--- config.mk ---
export PLATFORM = sky130hd
export DESIGN_NAME = syscall_sequence_unlock_rate_monitor
export DESIGN_NICKNAME = d
export VERILOG_FILES = /design/src/rtl/srm_pkg.sv /design/src/rtl/srm_front.sv /design/src/rtl/srm_queue.sv /design/src/rtl/srm_back.sv /design/src/rtl/syscall_sequence_unlock_rate_monitor.sv
export SDC_FILE = /design/constraint.sdc
export NUM_CORES = 2
export LEC_CHECK = 0
export BUFFER_PORTS_ARGS = -buffer_cell sky130_fd_sc_hd__buf_2
export CORE_MARGIN = 5
export CORE_UTILIZATION = 35
export CTS_BUF_LIST = sky130_fd_sc_hd__clkbuf_4 sky130_fd_sc_hd__clkbuf_8
export CTS_CLUSTER_DIAMETER = 40
export DETAILED_ROUTE_END_ITERATION = 8
export SETUP_SLACK_MARGIN = 0.4
export SLEW_MARGIN = 5
export SYNTH_ARGS = -nofsm -noshare
export SYNTH_HDL_FRONTEND = slang
export SYNTH_SLANG_ARGS = --single-unit
--- constraint.sdc ---
create_clock -name clock -period 6.7 [get_ports clock]
set_input_delay 1.34 -clock clock [delete_from_list [all_inputs] [get_ports clock]]
set_output_delay 1.34 -clock clock [all_outputs]
set_load 0.03 [all_outputs]
--- src/rtl/srm_pkg.sv ---
// ----------------------------------------------------------------------------
// srm_pkg
// Shared types and constants for the call-sequence unlock and rate monitor.
// ----------------------------------------------------------------------------
package srm_pkg;

   localparam int ID_BITS         = 9;
   localparam int RULE_COUNT      = 4;
   localparam int UNLOCK_DEPTH    = 8;
   localparam int RING_DEPTH      = 16;
   localparam int STAMP_BITS      = 32;
   localparam int MAXC_BITS       = 4;

   localparam int RULE_IDX_BITS   = 2;
   localparam int RULE_BITS       = ID_BITS + 1 + MAXC_BITS;
   localparam int IDS_BITS        = 4 * ID_BITS;
   localparam int LEN_BITS        = 4;
   localparam int UNLOCK_IDX_BITS = $clog2(UNLOCK_DEPTH);
   localparam int COUNT_BITS      = $clog2(UNLOCK_DEPTH + 1);
   localparam int SLOT_BITS       = $clog2(RING_DEPTH);
   localparam int FILL_BITS       = $clog2(RING_DEPTH + 1);
   localparam int MEM_DEPTH       = RULE_COUNT * RING_DEPTH;
   localparam int MEM_ADDR_BITS   = RULE_IDX_BITS + SLOT_BITS;

   localparam int CSR_INDEX_BITS  = 4;
   localparam int CSR_DATA_BITS   = 36;
   localparam logic [STAMP_BITS-1:0] WINDOW_RESET = 32'd1000000;

   localparam int Q_DEPTH         = 2;
   localparam int Q_PTR_BITS      = 1;
   localparam int Q_COUNT_BITS    = 2;

   // register map
   localparam logic [CSR_INDEX_BITS-1:0] CSR_UNLOCK_LEN = 4'd4;
   localparam logic [CSR_INDEX_BITS-1:0] CSR_IDS_LOW    = 4'd5;
   localparam logic [CSR_INDEX_BITS-1:0] CSR_IDS_HIGH   = 4'd6;
   localparam logic [CSR_INDEX_BITS-1:0] CSR_WINDOW     = 4'd7;

   typedef struct packed {
      logic [ID_BITS-1:0]    call_id;
      logic [STAMP_BITS-1:0] stamp;
   } req_type;

   typedef struct packed {
      logic                     unlocked;
      logic                     just_unlocked;
      logic                     rule_hit;
      logic [RULE_IDX_BITS-1:0] rule_index;
      logic                     violation;
      logic [FILL_BITS-1:0]     window_count;
   } rsp_type;

   // classified event handed from front to back
   typedef struct packed {
      logic                     unlocked;
      logic                     just_unlocked;
      logic                     rule_hit;
      logic [RULE_IDX_BITS-1:0] rule_index;
      logic [MAXC_BITS-1:0]     call_cap;
      logic [STAMP_BITS-1:0]    stamp;
   } cmd_type;

   typedef enum logic [2:0] {
      BK_IDLE,
      BK_WRITE,
      BK_PRIME,
      BK_EVICT,
      BK_EMIT
   } back_state_type;

endpackage

--- src/rtl/srm_front.sv ---
// ----------------------------------------------------------------------------
// srm_front
// Register file, unlock sequence tracking and rule lookup for each event.
// ----------------------------------------------------------------------------
module srm_front (
   input  logic                                 clock,
   input  logic                                 reset,
   input  logic                                 csr_valid,
   output logic                                 csr_ready,
   input  logic [srm_pkg::CSR_INDEX_BITS-1:0]   csr_index,
   input  logic [srm_pkg::CSR_DATA_BITS-1:0]    csr_data,
   input  logic                                 req_valid,
   output logic                                 req_ready,
   input  srm_pkg::req_type                     req_data,
   output logic                                 push_valid,
   input  logic                                 push_ready,
   output srm_pkg::cmd_type                     push_cmd,
   output logic [srm_pkg::STAMP_BITS-1:0]       window_ticks
);
   import srm_pkg::*;

   logic [RULE_BITS-1:0]    rule_ff [RULE_COUNT];
   logic [LEN_BITS-1:0]     unlock_len_ff;
   logic [IDS_BITS-1:0]     ids_low_ff;
   logic [IDS_BITS-1:0]     ids_high_ff;
   logic [STAMP_BITS-1:0]   window_ff;

   logic [ID_BITS-1:0]      recent_ids_ff [UNLOCK_DEPTH];
   logic [ID_BITS-1:0]      recent_ids_in [UNLOCK_DEPTH];
   logic [COUNT_BITS-1:0]   recent_count_ff;
   logic [COUNT_BITS-1:0]   recent_count_in;
   logic                    active_ff;

   logic [2*IDS_BITS-1:0]   seq_all;
   logic [LEN_BITS-1:0]     len;
   logic [LEN_BITS-1:0]     j;
   logic                    seq_ok;
   logic                    starts_active;
   logic                    found;
   logic [RULE_IDX_BITS-1:0] rule_sel;
   logic                    accept;

   assign csr_ready    = 1'b1;
   assign req_ready    = push_ready;
   assign push_valid   = req_valid;
   assign accept       = req_valid && push_ready;
   assign window_ticks = window_ff;

   always_comb begin
      seq_all = {ids_high_ff, ids_low_ff};
      len = (unlock_len_ff > LEN_BITS'(UNLOCK_DEPTH)) ? LEN_BITS'(UNLOCK_DEPTH) : unlock_len_ff;
      starts_active = active_ff || (len == '0);

      recent_ids_in[0] = req_data.call_id;
      for (int i = 1; i < UNLOCK_DEPTH; i++) begin
         recent_ids_in[i] = recent_ids_ff[i-1];
      end
      recent_count_in = (recent_count_ff < COUNT_BITS'(UNLOCK_DEPTH)) ?
                        recent_count_ff + 1'b1 : recent_count_ff;

      seq_ok = (LEN_BITS'(recent_count_in) >= len);
      j      = '0;
      for (int i = 0; i < UNLOCK_DEPTH; i++) begin
         j = len - LEN_BITS'(i) - 1'b1;
         if ((LEN_BITS'(i) < len) &&
             (seq_all[i*ID_BITS +: ID_BITS] != recent_ids_in[j[UNLOCK_IDX_BITS-1:0]])) begin
            seq_ok = 1'b0;
         end
      end

      found    = 1'b0;
      rule_sel = '0;
      for (int r = 0; r < RULE_COUNT; r++) begin
         if (!found && rule_ff[r][ID_BITS] && (rule_ff[r][ID_BITS-1:0] == req_data.call_id)) begin
            found    = 1'b1;
            rule_sel = RULE_IDX_BITS'(r);
         end
      end

      push_cmd.stamp    = req_data.stamp;
      push_cmd.call_cap = rule_ff[rule_sel][ID_BITS+MAXC_BITS:ID_BITS+1];
      if (starts_active) begin
         push_cmd.unlocked      = 1'b1;
         push_cmd.just_unlocked = 1'b0;
         push_cmd.rule_hit      = found;
         push_cmd.rule_index    = rule_sel;
      end else begin
         push_cmd.unlocked      = seq_ok;
         push_cmd.just_unlocked = seq_ok;
         push_cmd.rule_hit      = 1'b0;
         push_cmd.rule_index    = '0;
      end
   end

   always_ff @(posedge clock) begin
      if (reset) begin
         for (int r = 0; r < RULE_COUNT; r++) begin
            rule_ff[r] <= '0;
         end
         unlock_len_ff <= '0;
         ids_low_ff    <= '0;
         ids_high_ff   <= '0;
         window_ff     <= WINDOW_RESET;
      end else if (csr_valid) begin
         if (csr_index < CSR_INDEX_BITS'(RULE_COUNT)) begin
            rule_ff[csr_index[RULE_IDX_BITS-1:0]] <= csr_data[RULE_BITS-1:0];
         end else begin
            case (csr_index)
               CSR_UNLOCK_LEN: unlock_len_ff <= csr_data[LEN_BITS-1:0];
               CSR_IDS_LOW:    ids_low_ff    <= csr_data[IDS_BITS-1:0];
               CSR_IDS_HIGH:   ids_high_ff   <= csr_data[IDS_BITS-1:0];
               CSR_WINDOW:     window_ff     <= csr_data[STAMP_BITS-1:0];
               default:        ;
            endcase
         end
      end
   end

   always_ff @(posedge clock) begin
      if (reset) begin
         for (int i = 0; i < UNLOCK_DEPTH; i++) begin
            recent_ids_ff[i] <= '0;
         end
         recent_count_ff <= '0;
         active_ff       <= 1'b0;
      end else if (accept) begin
         if (starts_active) begin
            active_ff <= 1'b1;
         end else begin
            recent_ids_ff   <= recent_ids_in;
            recent_count_ff <= recent_count_in;
            active_ff       <= seq_ok;
         end
      end
   end

endmodule

--- src/rtl/srm_queue.sv ---
// ----------------------------------------------------------------------------
// srm_queue
// Two-entry queue of classified events between front and back.
// ----------------------------------------------------------------------------
module srm_queue (
   input  logic             clock,
   input  logic             reset,
   input  logic             push_valid,
   output logic             push_ready,
   input  srm_pkg::cmd_type push_cmd,
   output logic             pop_valid,
   input  logic             pop_ready,
   output srm_pkg::cmd_type pop_cmd
);
   import srm_pkg::*;

   cmd_type                 slot_ff [Q_DEPTH];
   logic [Q_PTR_BITS-1:0]   wr_ptr_ff;
   logic [Q_PTR_BITS-1:0]   rd_ptr_ff;
   logic [Q_COUNT_BITS-1:0] count_ff;
   logic                    do_push;
   logic                    do_pop;

   assign push_ready = (count_ff != Q_COUNT_BITS'(Q_DEPTH));
   assign pop_valid  = (count_ff != '0);
   assign pop_cmd    = slot_ff[rd_ptr_ff];
   assign do_push    = push_valid && push_ready;
   assign do_pop     = pop_valid && pop_ready;

   always_ff @(posedge clock) begin
      if (do_push) begin
         slot_ff[wr_ptr_ff] <= push_cmd;
      end
   end

   always_ff @(posedge clock) begin
      if (reset) begin
         wr_ptr_ff <= '0;
         rd_ptr_ff <= '0;
         count_ff  <= '0;
      end else begin
         if (do_push) begin
            wr_ptr_ff <= wr_ptr_ff + 1'b1;
         end
         if (do_pop) begin
            rd_ptr_ff <= rd_ptr_ff + 1'b1;
         end
         if (do_push && !do_pop) begin
            count_ff <= count_ff + 1'b1;
         end else if (do_pop && !do_push) begin
            count_ff <= count_ff - 1'b1;
         end
      end
   end

endmodule

--- src/rtl/srm_back.sv ---
// ----------------------------------------------------------------------------
// srm_back
// Per-rule timestamp rings, window eviction walk and result register.
// ----------------------------------------------------------------------------
module srm_back (
   input  logic                           clock,
   input  logic                           reset,
   input  logic                           pop_valid,
   output logic                           pop_ready,
   input  srm_pkg::cmd_type               pop_cmd,
   input  logic [srm_pkg::STAMP_BITS-1:0] window_ticks,
   output logic                           rsp_valid,
   input  logic                           rsp_ready,
   output srm_pkg::rsp_type               rsp_data
);
   import srm_pkg::*;

   logic [STAMP_BITS-1:0]    ring_mem [MEM_DEPTH];
   logic [STAMP_BITS-1:0]    rd_data_ff;

   back_state_type           state_ff;
   back_state_type           state_in;

   cmd_type                  cmd_ff;
   logic [SLOT_BITS-1:0]     head_ff [RULE_COUNT];
   logic [FILL_BITS-1:0]     fill_ff [RULE_COUNT];
   logic [SLOT_BITS-1:0]     cur_head_ff;
   logic [FILL_BITS-1:0]     cur_fill_ff;
   logic [SLOT_BITS-1:0]     cur_head_in;
   logic [FILL_BITS-1:0]     cur_fill_in;
   logic [SLOT_BITS-1:0]     wr_slot;

   logic                     rsp_valid_ff;
   rsp_type                  rsp_data_ff;
   rsp_type                  rsp_next;

   logic [STAMP_BITS-1:0]    age;
   logic                     evict;
   logic                     out_free;
   logic                     mem_we;
   logic [MEM_ADDR_BITS-1:0] mem_wr_addr;
   logic [MEM_ADDR_BITS-1:0] mem_rd_addr;
   logic                     load_rsp;
   logic                     store_ring;

   assign rsp_valid = rsp_valid_ff;
   assign rsp_data  = rsp_data_ff;
   assign out_free  = !rsp_valid_ff || rsp_ready;

   assign age   = cmd_ff.stamp - rd_data_ff;
   assign evict = (cur_fill_ff != '0) && (age > window_ticks);

   // slot for the new stamp; a full ring overwrites its oldest entry
   always_comb begin
      if (fill_ff[cmd_ff.rule_index] >= FILL_BITS'(RING_DEPTH)) begin
         wr_slot     = head_ff[cmd_ff.rule_index];
         cur_head_in = head_ff[cmd_ff.rule_index] + 1'b1;
         cur_fill_in = FILL_BITS'(RING_DEPTH);
      end else begin
         wr_slot     = head_ff[cmd_ff.rule_index] +
                       fill_ff[cmd_ff.rule_index][SLOT_BITS-1:0];
         cur_head_in = head_ff[cmd_ff.rule_index];
         cur_fill_in = fill_ff[cmd_ff.rule_index] + 1'b1;
      end
   end

   always_comb begin
      rsp_next.unlocked      = cmd_ff.unlocked;
      rsp_next.just_unlocked = cmd_ff.just_unlocked;
      rsp_next.rule_hit      = cmd_ff.rule_hit;
      rsp_next.rule_index    = cmd_ff.rule_hit ? cmd_ff.rule_index : '0;
      rsp_next.violation     = cmd_ff.rule_hit &&
                               (cur_fill_ff > FILL_BITS'(cmd_ff.call_cap));
      rsp_next.window_count  = cmd_ff.rule_hit ? cur_fill_ff : '0;
   end

   // next state
   always_comb begin
      state_in = state_ff;
      case (state_ff)
         BK_IDLE: begin
            if (pop_valid) begin
               state_in = pop_cmd.rule_hit ? BK_WRITE : BK_EMIT;
            end
         end
         BK_WRITE: state_in = BK_PRIME;
         BK_PRIME: state_in = BK_EVICT;
         BK_EVICT: begin
            if (!evict) begin
               state_in = BK_EMIT;
            end
         end
         BK_EMIT: begin
            if (out_free) begin
               state_in = BK_IDLE;
            end
         end
         default: state_in = BK_IDLE;
      endcase
   end

   // outputs
   always_comb begin
      pop_ready   = 1'b0;
      mem_we      = 1'b0;
      load_rsp    = 1'b0;
      store_ring  = 1'b0;
      mem_wr_addr = {cmd_ff.rule_index, wr_slot};
      mem_rd_addr = {cmd_ff.rule_index, cur_head_ff};
      case (state_ff)
         BK_IDLE:  pop_ready = 1'b1;
         BK_WRITE: mem_we = 1'b1;
         BK_PRIME: mem_rd_addr = {cmd_ff.rule_index, cur_head_ff};
         BK_EVICT: begin
            // read one slot ahead so a run of evictions costs a beat each
            mem_rd_addr = {cmd_ff.rule_index, cur_head_ff + 1'b1};
            store_ring  = !evict;
         end
         BK_EMIT:  load_rsp = out_free;
         default:  ;
      endcase
   end

   always_ff @(posedge clock) begin
      if (mem_we) begin
         ring_mem[mem_wr_addr] <= cmd_ff.stamp;
      end
      rd_data_ff <= ring_mem[mem_rd_addr];
   end

   always_ff @(posedge clock) begin
      if (pop_ready && pop_valid) begin
         cmd_ff <= pop_cmd;
      end
      if (state_ff == BK_WRITE) begin
         cur_head_ff <= cur_head_in;
         cur_fill_ff <= cur_fill_in;
      end else if ((state_ff == BK_EVICT) && evict) begin
         cur_head_ff <= cur_head_ff + 1'b1;
         cur_fill_ff <= cur_fill_ff - 1'b1;
      end
      if (load_rsp) begin
         rsp_data_ff <= rsp_next;
      end
   end

   always_ff @(posedge clock) begin
      if (reset) begin
         state_ff     <= BK_IDLE;
         rsp_valid_ff <= 1'b0;
         for (int r = 0; r < RULE_COUNT; r++) begin
            head_ff[r] <= '0;
            fill_ff[r] <= '0;
         end
      end else begin
         state_ff <= state_in;
         if (load_rsp) begin
            rsp_valid_ff <= 1'b1;
         end else if (rsp_ready) begin
            rsp_valid_ff <= 1'b0;
         end
         if (store_ring) begin
            head_ff[cmd_ff.rule_index] <= cur_head_ff;
            fill_ff[cmd_ff.rule_index] <= cur_fill_ff;
         end
      end
   end

endmodule

--- src/rtl/syscall_sequence_unlock_rate_monitor.sv ---
// ----------------------------------------------------------------------------
// syscall_sequence_unlock_rate_monitor
// Call-sequence unlock with per-rule sliding-window rate monitoring.
// ----------------------------------------------------------------------------
// Channels: req_ takes one call event (call_id, stamp) per beat until the
// queue fills, rsp_ returns one result per event in order, csr_ writes the
// eight registers (index 0..7, always ready; write only while no event is
// in flight). The front classifies an event in the cycle it is accepted
// (unlock shift register, rule lookup) and queues it; the back runs the
// rule's ring. For a rule hit the back writes the stamp, primes a read and
// walks the evictions before it emits the result; other events go straight
// to emit. The back pops a new event only from idle, after the last result
// is loaded. Its eviction walk over ring memory takes one entry per cycle.
// The two-entry queue lets req_ take up to two more events while the back is
// busy. A stalled rsp_ holds its beat; the back waits to load the next one.
// Reset: registers go to their defaults (window 1000000 ticks, unlock length
// 0, events pass unlocked), all rings are empty. No clearing pass is needed.
// ----------------------------------------------------------------------------
module syscall_sequence_unlock_rate_monitor (
   input  logic                               clock,
   input  logic                               reset,
   input  logic                               csr_valid,
   output logic                               csr_ready,
   input  logic [srm_pkg::CSR_INDEX_BITS-1:0] csr_index,
   input  logic [srm_pkg::CSR_DATA_BITS-1:0]  csr_data,
   input  logic                               req_valid,
   output logic                               req_ready,
   input  srm_pkg::req_type                   req_data,
   output logic                               rsp_valid,
   input  logic                               rsp_ready,
   output srm_pkg::rsp_type                   rsp_data
);
   import srm_pkg::*;

   logic                  push_valid;
   logic                  push_ready;
   cmd_type               push_cmd;
   logic                  pop_valid;
   logic                  pop_ready;
   cmd_type               pop_cmd;
   logic [STAMP_BITS-1:0] window_ticks;

   srm_front u_front (
      .clock        (clock),
      .reset        (reset),
      .csr_valid    (csr_valid),
      .csr_ready    (csr_ready),
      .csr_index    (csr_index),
      .csr_data     (csr_data),
      .req_valid    (req_valid),
      .req_ready    (req_ready),
      .req_data     (req_data),
      .push_valid   (push_valid),
      .push_ready   (push_ready),
      .push_cmd     (push_cmd),
      .window_ticks (window_ticks)
   );

   srm_queue u_queue (
      .clock      (clock),
      .reset      (reset),
      .push_valid (push_valid),
      .push_ready (push_ready),
      .push_cmd   (push_cmd),
      .pop_valid  (pop_valid),
      .pop_ready  (pop_ready),
      .pop_cmd    (pop_cmd)
   );

   srm_back u_back (
      .clock        (clock),
      .reset        (reset),
      .pop_valid    (pop_valid),
      .pop_ready    (pop_ready),
      .pop_cmd      (pop_cmd),
      .window_ticks (window_ticks),
      .rsp_valid    (rsp_valid),
      .rsp_ready    (rsp_ready),
      .rsp_data     (rsp_data)
   );

endmodule
Word level (Yosys, flattened, before mapping)
Memories as Yosys holds them, arrays and structs flattened. A register that Yosys moved wholly into a read port is not among the register bits. Index checks and enable logic that the tools add are counted.

Add/sub/neg operators: 25. $lt $le $gt $ge: 23. Equal/unequal tests: 24. Multiplexer cells: 90. Bitwise operators: 10. Reduce and logical (&&, ||, !) cells: 47.

Operators with widths (count): $bmux 9 s3 (8); $mux 9 (16); $ne 9x9->1 (8); $mux 1 (38); $eq 9x9->1 (4); $ge 4x4->1 const B (8); $gt 32x32->1 (1); $mux 4 (8); $not 3->4 (8); $sub 32x32->32 (1); $mux 5 (5); $sub 3x1->3 const B (8); $logic_and 1x1->1 (22); $mux 2 (9); $eq 4x3->1 const B (4); $lt 3x4->1 const A (4); $pmux 3 s5 (1); $reduce_and 3->1 (5); $mux 14 (1); $reduce_or 14->1 (1); $add 4x1->4 const B (3); $mux 3 (4); $sub 3x3->3 const B (4); $lt 1x4->1 const A (2); 29 further kinds (46).

Bits in registers: 245. Memory bits (writable): 2222. Output and inout bits: 14. Logic and storage cells: 256. Memories kept: 5.

Memory list: u_back.ring_mem (words 64, width 32, rd ports 1, clocked after Yosys merged registers in 1, write ports 1, RTL line srm_back.sv:18) `logic [STAMP_BITS-1:0] ring_mem [MEM_DEPTH];`; u_queue.slot_ff (words 2, width 41, rd ports 1, clocked after Yosys merged registers in 1, write ports 1, RTL line srm_queue.sv:17) `cmd_type slot_ff [Q_DEPTH];`; u_front.rule_ff (words 4, width 14, rd ports 5, clocked after Yosys merged registers in 0, write ports 4, RTL line srm_front.sv:22) `logic [RULE_BITS-1:0] rule_ff [RULE_COUNT];`; u_back.fill_ff (words 4, width 5, rd ports 1, clocked after Yosys merged registers in 1, write ports 4, RTL line srm_back.sv:26) `logic [FILL_BITS-1:0] fill_ff [RULE_COUNT];`; u_back.head_ff (words 4, width 4, rd ports 1, clocked after Yosys merged registers in 1, write ports 4, RTL line srm_back.sv:25) `logic [SLOT_BITS-1:0] head_ff [RULE_COUNT];`.

Logic depth before layout (Yosys ltp)
Depth after elaboration: 18. Depth in mapped cells: 25.

Modules after synthesis
Synthesis repeated with hierarchy kept, for this count alone.

Cells, all modules: 7047. Area, all modules: 114108.2 sq um.

Modules (own cells, without submodules): srm_back (times used 1, cells an instance 5220, area an instance 96556.4 sq um, seq. area each 65172.5 sq um); srm_front (times used 1, cells an instance 1675, area an instance 14380.0 sq um, seq. area each 5205.0 sq um); srm_queue (times used 1, cells an instance 152, area an instance 3171.8 sq um, seq. area each 2562.5 sq um).

Worst setup path before layout
OpenSTA, ideal clock, no wires.

Path kind: register -> register. Start: register u_back.state_ff[2]. End: register u_queue.count_ff[1]. Library setup time: 0.070 ns. Arrival time: 6.017 ns. Required time: 6.630 ns. Path slack: 0.612 ns. Stages on the path, launching flop included: 7. Clock period less this slack: 6.088 ns. Cells stage by stage: dfxtp_1 -> clkbuf_1 -> nor4_1 -> inv_1 -> ha_1 -> or3_1 -> a21oi_1.

Word-level cells in the longest chain between the ends: 6. Elaborated cells between the ends (all ways): 8. Those cells by class: mux (2); reduce/logical (6).

RTL lines: start: declaration (RTL line srm_back.sv:21) `back_state_type state_ff;`; start signal: assignment (RTL line srm_back.sv:156) `state_ff <= state_in;`; $logic_not 3->1 (*) (RTL line srm_back.sv:110) `case (state_ff)`; $mux 1 (*) (RTL line srm_back.sv:110); $logic_and 1x1->1 (*) (RTL line srm_queue.sv:28) `assign do_pop = pop_valid && pop_ready;`; named net u_queue.do_pop (RTL line srm_queue.sv:22) `logic do_pop;`; $logic_not 1->1 (RTL line srm_queue.sv:48) `if (do_push && !do_pop) begin`; $logic_and 1x1->1 (RTL line srm_queue.sv:48); $mux 2 / $reduce_bool 2->1 (equally long branches); end signal: assignment (RTL line srm_queue.sv:49) `count_ff <= count_ff + 1'b1;`; end signal: assignment (RTL line srm_queue.sv:51) `count_ff <= count_ff - 1'b1;`; end: declaration (RTL line srm_queue.sv:20) `logic [Q_COUNT_BITS-1:0] count_ff;`.

Mark *: on every way through the listed nets, which the timed path passes. The rest lies on a longest branch. A chain may end at the register's enable or synchronous reset.

==> metrics.md <==
| Metric | Value |
|---|---|
| Clock Skew | 0.0976 ns |
| Final core occ | 40.1% |
| Detailed Route WL | 283000 µm |
| Die W | 549 µm |
| Area growth from synthesis to layout | 14.0% |
| Hold WC Path Type | register to register |
| Crit-path leading delay family | compound AO/OA/AOI/OAI gates |
| Arrival time worst endpoint | 6.41 ns |
| Status | finished clean |
| Crit path cell chain | inv_1, ha_1, inv_1, fa_1, a21o_1, a21oi_1, o21ai_0, nand3_1, a21oi_1, o2111ai_1, a21oi_1, o21a_1, a311o_1, a21oi_1, xnor2_1, ha_1, nand4_1, nor2_1, a221o_1, o21ai_2, nand3_1, nand2_1 |
| I/O pin cnt | 100 |
| Vias in the first global route | 54200 |
| Final Setup Violations | 0 |
| Routability cong. | 0.900 |
| EDFF count, synth | 2283 |
| Cells after Synth | 5323 |
| 1st-iter DRT viols | 6203 |
| Peak supply drop | 348 µV |
| Yosys reg bits | 2502 |
| Pleak | 36.9 nW |
| Buf/Inv on CP | 2 |
| All-layer global routing usage | 18.4% |
| Clk buf depth | 4 |
| Critical Path RT | 7.27 ns |
| TritonCTS clock tree | yes |
| Pins over their slew limit | 0 |
| Mapped Area | 102000 µm² |
| M1 wire length | 119000 µm |
| Worst path slowest cell | o21ai_2 |
| Inserted Clock Buffers | 396 |
| Critical Path Source Type | register |
| CTS root buf | clkbuf_8 |
| Skew-Pair Late Insertion Delay | 0.99 ns |
| Top-area cell type share of the netlist area | 67.5% |
| Fin. Hold Viols | 0 |
| Synth area leader | edfxtp_1 |
| CP max FO | 10 |
| Nets | 5909 |
| Max layer used | met5 |
| ANT nets after route | 0 |
| Synth async-reset ratio | 0% |
| Wire per inst | 28.8 µm |
| Core area | 288000 µm² |
| Final HPWL DP | 171000 µm |
| Clock Pin Slew Worst Setup and Hold Paths | 0.06 ns |
| Via count | 53900 |
| Most common cell in the netlist | edfxtp_1 |
| Final Critical Period | 5.84 ns |
| Cell mode on critical path | a21oi_1 |
| Max incr delay on CP | 0.44 ns |
| Residual DRC count | 0 |
| Sink Count | 2502 |
| Largest cells by area after synthesis | edfxtp_1 (68%), mux4_2 (16%), dfxtp_1 (4.3%) |
| First-pass GRT wire length | 401000 µm |
| Fmax | 171 MHz |
| Syn Nets | 5495 |
| Initial antenna violation count | 23 |
| Vias/cell | 5.47 |
| Average size of a mapped cell | 19.1 µm² |
| Critical path type | register to register |
| Slew margin rel. | 15.8% |
| Final period util | 87.1% |
| Pwr dens | 406 nW/µm² |
| Worst-Margin Slew | 1.26 ns |
| DR WL met3 | 21400 µm |
| Synth cell types | 82 |
| Post-CTS Hold Buffers | 0 |
| Synth Warn # | 0 |
| Largest net degree at the start of global routing | 106 |
| Setup tns final | 0 ns |
| Commonest cells in the synthesized netlist | edfxtp_1 (2283), mux4_2 (724), nand2_1 (425), a21oi_1 (231) |
| Layout cells sized above 1 | 29.5% |
| Setup bufs post-CTS | 0 |
| Die Y | 549 µm |
| Worst Setup End Kind | register |
| Rows | 197 |
| Top_reg_cell synth | edfxtp_1 |
| # H-tree levels | 5 |
| Max-cap violations | 0 |
| Post-CTS sizing | 0 |
| Full die area | 301000 µm² |
| DRT Pass-1 Iters | 6 |
| RSZ-0062 raised after global routing | false |
| Routed length on met2 | 134000 µm |
| Share of the yosys chip area belonging to registers | 71.8% |
| PortBufs | 98 |
| Initial Util | 35.2% |
| Final global-route overflow total | 0 |
## worst reg2reg max path, stage by stage (launching register included)
cell       delay, ns
edfxtp_1        0.38
inv_1           0.08
ha_1            0.17
inv_1           0.06
fa_1            0.40
a21o_1          0.18
a21oi_1         0.26
o21ai_0         0.17
nand3_1         0.14
a21oi_1         0.13
o2111ai_1       0.34
a21oi_1         0.14
o21a_1          0.22
a311o_1         0.34
a21oi_1         0.18
xnor2_1         0.18
ha_1            0.28
nand4_1         0.08
nor2_1          0.07
a221o_1         0.38
o21ai_2         0.45
nand3_1         0.40
nand2_1         0.44
## final cells by class
| type | count | area, µm² |
|---|---|---|
| sequential | 2502 | 72900 |
| clock buffer | 528 | 6550 |
| antenna | 12 | 30.0 |
| fill | 25800 | 173000 |
| multi-input combinational | 2431 | 27600 |
| tap | 3781 | 4730 |
| clock inverter | 185 | 1080 |
| inverter | 109 | 423 |
| timing repair buffer | 297 | 2400 |
## path summary, 6_finish.rpt
path / cells past startpoint / from / endpoint / slack, ns
worst max-delay path: 22 / u_back.cmd_ff[0] / u_back.fill_ff[2][1] / 0.86
worst min-delay path: 0 / u_back.cmd_ff[39] / u_back.rsp_data[9] / 0.43
worst max register to register: 22 / u_back.cmd_ff[0] / u_back.fill_ff[2][1] / 0.86
worst min register to register: 0 / u_back.cmd_ff[39] / u_back.rsp_data[9] / 0.43
## sequential cells by signal, indices dropped and copies added, names as in the netlist, 36 cells and up, named ones only
signal / count
u_front.recent_ids_ff: 63
u_front.ids_high_ff: 36
u_front.rule_ff: 56
u_back.cmd_ff: 41
u_back.ring_mem: 2048
u_queue.slot_ff: 82
u_front.ids_low_ff: 36
## kinds of logic (layout without fill, tap and decap cells)
group                    Yosys count  count (layout)  share of synthesized area (%)
AO/OA/AOI/OAI                    434             434                           2.62
multiplexers                     899             899                           17.8
adder cells (fa/ha/maj)           86              86                           1.07
buffers and inverters            390            1119                           1.52
other                              1              13                        0.00369
flip-flops                      2502            2502                           71.8
AND/OR/NAND/NOR                  845             845                           3.62
XOR/XNOR                         166             166                           1.48
## power by group
group	switching (W)	internal, W	leakage, nW
registers	0.000322	0.0195	22.4
logic	0.00919	0.00529	10.5
clock network	0.00602	0.00665	4.03
total	0.0155	0.0314	36.9
## per-layer routing
metal / vias to the layer above / track usage [%]
li1: 22400 / -
met1: 28700 / 25.8
met2: 2372 / 29.2
met3: 476 / 3.30
met4: 4 / 5.91
met5: - / 0
## placed cells by master, fill, tap and decap left out, types with 11 or more instances in the layout
cell | Yosys | layout
a211oi_1 | 18 | 18
nand2_1 | 425 | 421
nand3_1 | 31 | 31
ha_1 | 84 | 84
nor2_1 | 219 | 151
clkinv_1 | 0 | 102
nor3_1 | 29 | 29
a21o_1 | 29 | 29
mux4_2 | 724 | 724
and2_1 | 14 | 14
nand2b_1 | 12 | 12
or3_1 | 14 | 14
xnor2_1 | 111 | 109
buf_12 | 0 | 33
nor2b_1 | 21 | 21
o21ai_0 | 35 | 35
clkinv_2 | 0 | 49
buf_4 | 5 | 166
o21a_1 | 14 | 14
dfxtp_1 | 219 | 217
edfxtp_1 | 2283 | 2283
diode_2 | 0 | 12
clkbuf_4 | 0 | 114
mux2_2 | 49 | 49
nand4_1 | 25 | 25
xor2_1 | 52 | 51
o211ai_1 | 13 | 13
clkinvlp_4 | 0 | 11
a21oi_1 | 231 | 231
nor2_4 | 0 | 66
clkbuf_8 | 0 | 414
inv_1 | 106 | 106
mux2i_1 | 126 | 125
buf_2 | 14 | 97
## per-stage QoR
step,hold WS [ns],cells,cell area (µm²),total power [W],setup slack [ns]
after global placement,0.415,9120,108000,0.0344,0.705
after floorplan,0.400,5323,102000,0.0286,0.612
after CTS,0.427,9833,116000,0.0472,0.553
final,0.426,9845,116000,0.0470,0.861
after detailed placement,0.413,9120,108000,0.0346,0.582
after global routing,0.440,9835,116000,0.0488,0.401
No activity file was read; power rests on OpenSTA's default activity.
